--- config.mk ---
export PLATFORM = sky130hd
export DESIGN_NAME = iaid_ram
export DESIGN_NICKNAME = d
export VERILOG_FILES = /design/src/hw/rtl/iaid_ram.sv
export SDC_FILE = /design/constraint.sdc
export NUM_CORES = 2
export LEC_CHECK = 0
export ABC_AREA = 0
export BUFFER_PORTS_ARGS = -buffer_cell sky130_fd_sc_hd__buf_4
export CORE_MARGIN = 5
export CORE_UTILIZATION = 50
export DETAILED_ROUTE_END_ITERATION = 8
export GPL_TIMING_DRIVEN = 1
export PLACE_DENSITY = 0.73
export SLEW_MARGIN = 20
export SYNTH_ARGS = -nofsm -noshare
export SYNTH_HDL_FRONTEND = slang
export SYNTH_SLANG_ARGS = --single-unit
--- constraint.sdc ---
create_clock -name clk -period 9.6 [get_ports clk]
set_clock_uncertainty 0.1 [all_clocks]
set_input_delay 0.48 -clock clk [delete_from_list [all_inputs] [get_ports clk]]
set_output_delay 0.48 -clock clk [all_outputs]
set_load 0.02 [all_outputs]
--- src/hw/rtl/iaid_ram.sv ---
// Generic single-write, single-read RAM with a registered read port.
module iaid_ram #(
  parameter int Width = 32,
  parameter int Depth = 128
) (
  input  logic                     clk,
  input  logic                     we,
  input  logic [$clog2(Depth)-1:0] waddr,
  input  logic [Width-1:0]         wdata,
  input  logic                     re,
  input  logic [$clog2(Depth)-1:0] raddr,
  output logic [Width-1:0]         rdata
);

  logic [Width-1:0] mem [Depth];

  always_ff @(posedge clk) begin
    if (we) begin
      mem[waddr] <= wdata;
    end
    if (re) begin
      rdata <= mem[raddr];
    end
  end

endmodule

==> flow_summary.yaml <==
status:
  outcome: "finished clean"
sta:
  max_freq_ghz: 0.239
  fin_crit_sh_pct: 43.5
  fin_ws_ns: 5.42
  slew_headroom_pct: 21.9
  setup_viol: 0
  rsz0062_at_grt: "no"
  min_period_ns: 4.18
  worst_slew_pin_slew_ns: 1.17
  hold_viol: 0
  slew_violations: 0
  tns_ns: 0
hold_path:
  min_path_cells: 1
  hold_path_startpoint: "wdata[1]"
  worstHoldPathType: "in -> reg"
  min_delay_worst_endpoint: "mem[32][1]$_DFFE_PP_"
drt:
  via_per_inst: 6.65
  drtAntennaViolNets: 0
  drc_errors: 0
  drtPass1Iterations: 6
  wirelength_microns: 411000
  drt-initial-drc-count: 12200
  vias: 72200
  wl_per_cell_microns: 37.9
clocking:
  cts_made_buffers: 395
  clk_latency_ns: 0.92
  postCtsResizedCells: 0
  h-tree-depth: 5
  cts_tree: "yes"
  clk_path_buf_depth: 4
  clkTransAtPathRegs_ns: 0.06
  clock-sinks: 4128
  root_buffer: "clkbuf_16"
critical_path:
  endpoint_kind: "flip-flop"
  critPathSlowestCell: "mux4_2"
  r2r_slack_ns: 6.71
  path_max_fanout: 97
  arrival_ns: 4.73
  crit_top_cell: "mux4_2"
  r2r-end: "rdata[20]$_DFFE_PP_"
  max_stage_delay_ns: 0.70
  reg2reg_depth: 4
  timing.rr.start: "mem[5][20]$_DFFE_PP_"
  cp_data_required_time_ns: 10.15
  path_cells: "buf_16 -> buf_4 -> buf_12 -> mux4_2 -> mux4_2 -> mux4_2 -> mux2_2"
  cp-start-kind: "input pin"
  setup.worst_path.class: "in -> reg"
floorplan:
  core_area_sq_um: 312000
  die_w_microns: 570
  pin_count: 81
  start_util_pct: 50.2
  rows: 205
  die_y_microns: 570
  die_area_sq_um: 324000
finish:
  final_common_cell: "edfxtp_1"
  drive_gt1_share_pct: 35.2
  area_growth_pct: 13.0
  final_cell_mix: "4128 x edfxtp_1, 1344 x mux4_2, 399 x clkbuf_16, 264 x buf_4, 119 x nor2_4"
  final-seq-area_sq_um: 124000
  fillers: 21400
  multi_input_area_sq_um: 32300
  nNetsFinal: 6427
placed_design:
  gp_congestion: 0.809
  numPortBuffers: 80
  post-place-ws_ns: 4.53
  dpl.hpwl_microns: 212000
power:
  ir_drop_uv: 228
  p_int_mw: 29.6
  powerDensity_nw_per_um2: 211
  p_seq_share_pct: 53.4
  clock_power_share_pct: 41.5
  p_comb_share_pct: 5.0
  switching_power_mw: 7.84
  p_leak_nw: 53.9
  swShare_pct: 21.0
grt:
  grt_remaining_overflow: 0
  grt_max_degree: 147
  grt_pass1_vias: 73100
  antenna_found_initial: 62
  grt_usage_pct: 25.3
  grt_pass1_wl_microns: 574000
logic_synthesis:
  avgSynthCellArea_sq_um: 26.1
  yosysTopAreaCellShare_pct: 79.2
  yosys.area.top_type: "edfxtp_1"
  synth_area_sq_um: 157000
  seq_area_frac_synth_pct: 79.2
  syn_inst: 5990
  syn_nets: 6039
  synthTopCellsByArea: "edfxtp_1 79%, mux4_2 19%, clkbuf_1 0.44%"
  ys_types: 16
  ys.warnings.count: 0
  ys_ff_latch: 4128
run:
  maxCapViolations: 0
-- per-stage QoR --
stage          power [mW]  instances  util (%)  cell area [sq um]  hold WS (ns)
4_1_cts              37.6      10800      56.7             177000        0.0151
5_1_grt              38.5      10900      56.7             177000        0.0456
6_report             37.4      10900      56.7             177000        0.0289
3_5_place_dp         22.2      10100      52.5             164000         0.741
2_1_floorplan        21.3       5990         -             157000         0.479
3_3_place_gp         22.2      10100      52.5             164000         0.727
-- state kept, by name, indices dropped and copies added (netlist names) --
register and flops:
rdata 32, mem 4096
-- synth_stat cells --
master and count:
buf_4 3, nand2b_1 2, or3_1 1, buf_1 50, nand4_1 3, edfxtp_1 4128, mux2_2 32, mux4_2 1344
clkbuf_1 182, nor2b_1 7, nand2_1 14, buf_2 79, nor3_1 9, nor2_1 122, buf_6 2, nand3_1 12
-- critical path: cells and delay by family --
kind	cells	cell delay (ns)
buffers and inverters	3	1.56
multiplexers	4	2.23
-- power groups by stage --
stage                     sequential [mW]  clock (mW)  combinational, mW
after global placement               20.4           0               1.81
after detailed placement             20.4           0               1.85
after global routing                 20.0        16.5               1.95
after floorplan                      20.3           0              0.961
final                                20.0        15.5               1.88
after CTS                            20.0        15.7               1.87
-- area by class of cell --
cell class | instances | share of cell area, %
flip-flops and latches | 4128 | 70.0
multi-input cells | 1546 | 18.2
clock buffers | 479 | 5.81
well taps | 4140 | 2.93
repair buffers | 307 | 1.50
clock inverters | 236 | 1.42
diodes | 30 | 0.0424
-- metal layers --
metal | part of all wire [%] | GRT usage, %
met2 | 48 | 39.7
met5 | 0.039 | 0
met3 | 13 | 6.23
met1 | 34 | 34.4
met4 | 5.1 | 11.1
-- how the worst max path moves through the flow --
stage	depth (start not counted)	endpoint	start	slack, ns
after floorplan	3	mem[98][0]$_DFFE_PP_	we	5.78
after global placement	7	rdata[14]$_DFFE_PP_	raddr[0]	4.54
after detailed placement	7	rdata[14]$_DFFE_PP_	raddr[0]	4.53
after CTS	7	rdata[14]$_DFFE_PP_	raddr[0]	5.44
after global routing	7	rdata[14]$_DFFE_PP_	raddr[0]	5.22
final	7	rdata[14]$_DFFE_PP_	raddr[0]	5.42
-- logic make-up (layout without fill, tap and decap cells) --
| family | count (synthesis) | after routing | share of synthesized area [%] |
|---|---|---|---|
| DFF | 4128 | 4128 | 79.2 |
| muxes | 1376 | 1376 | 19.6 |
| buffers and inverters | 316 | 1022 | 0.837 |
| and+or+nand+nor | 170 | 170 | 0.445 |
| other | 0 | 30 | 0 |
-- what timing repair did --
| action | 4_1_cts | 5_1_grt |
|---|---|---|
| hold buffers | 15 | 0 |
| setup buffers | 0 | 0 |
| hold endpoints to repair | 435 | 0 |
Power figures use the tool's default switching activity.
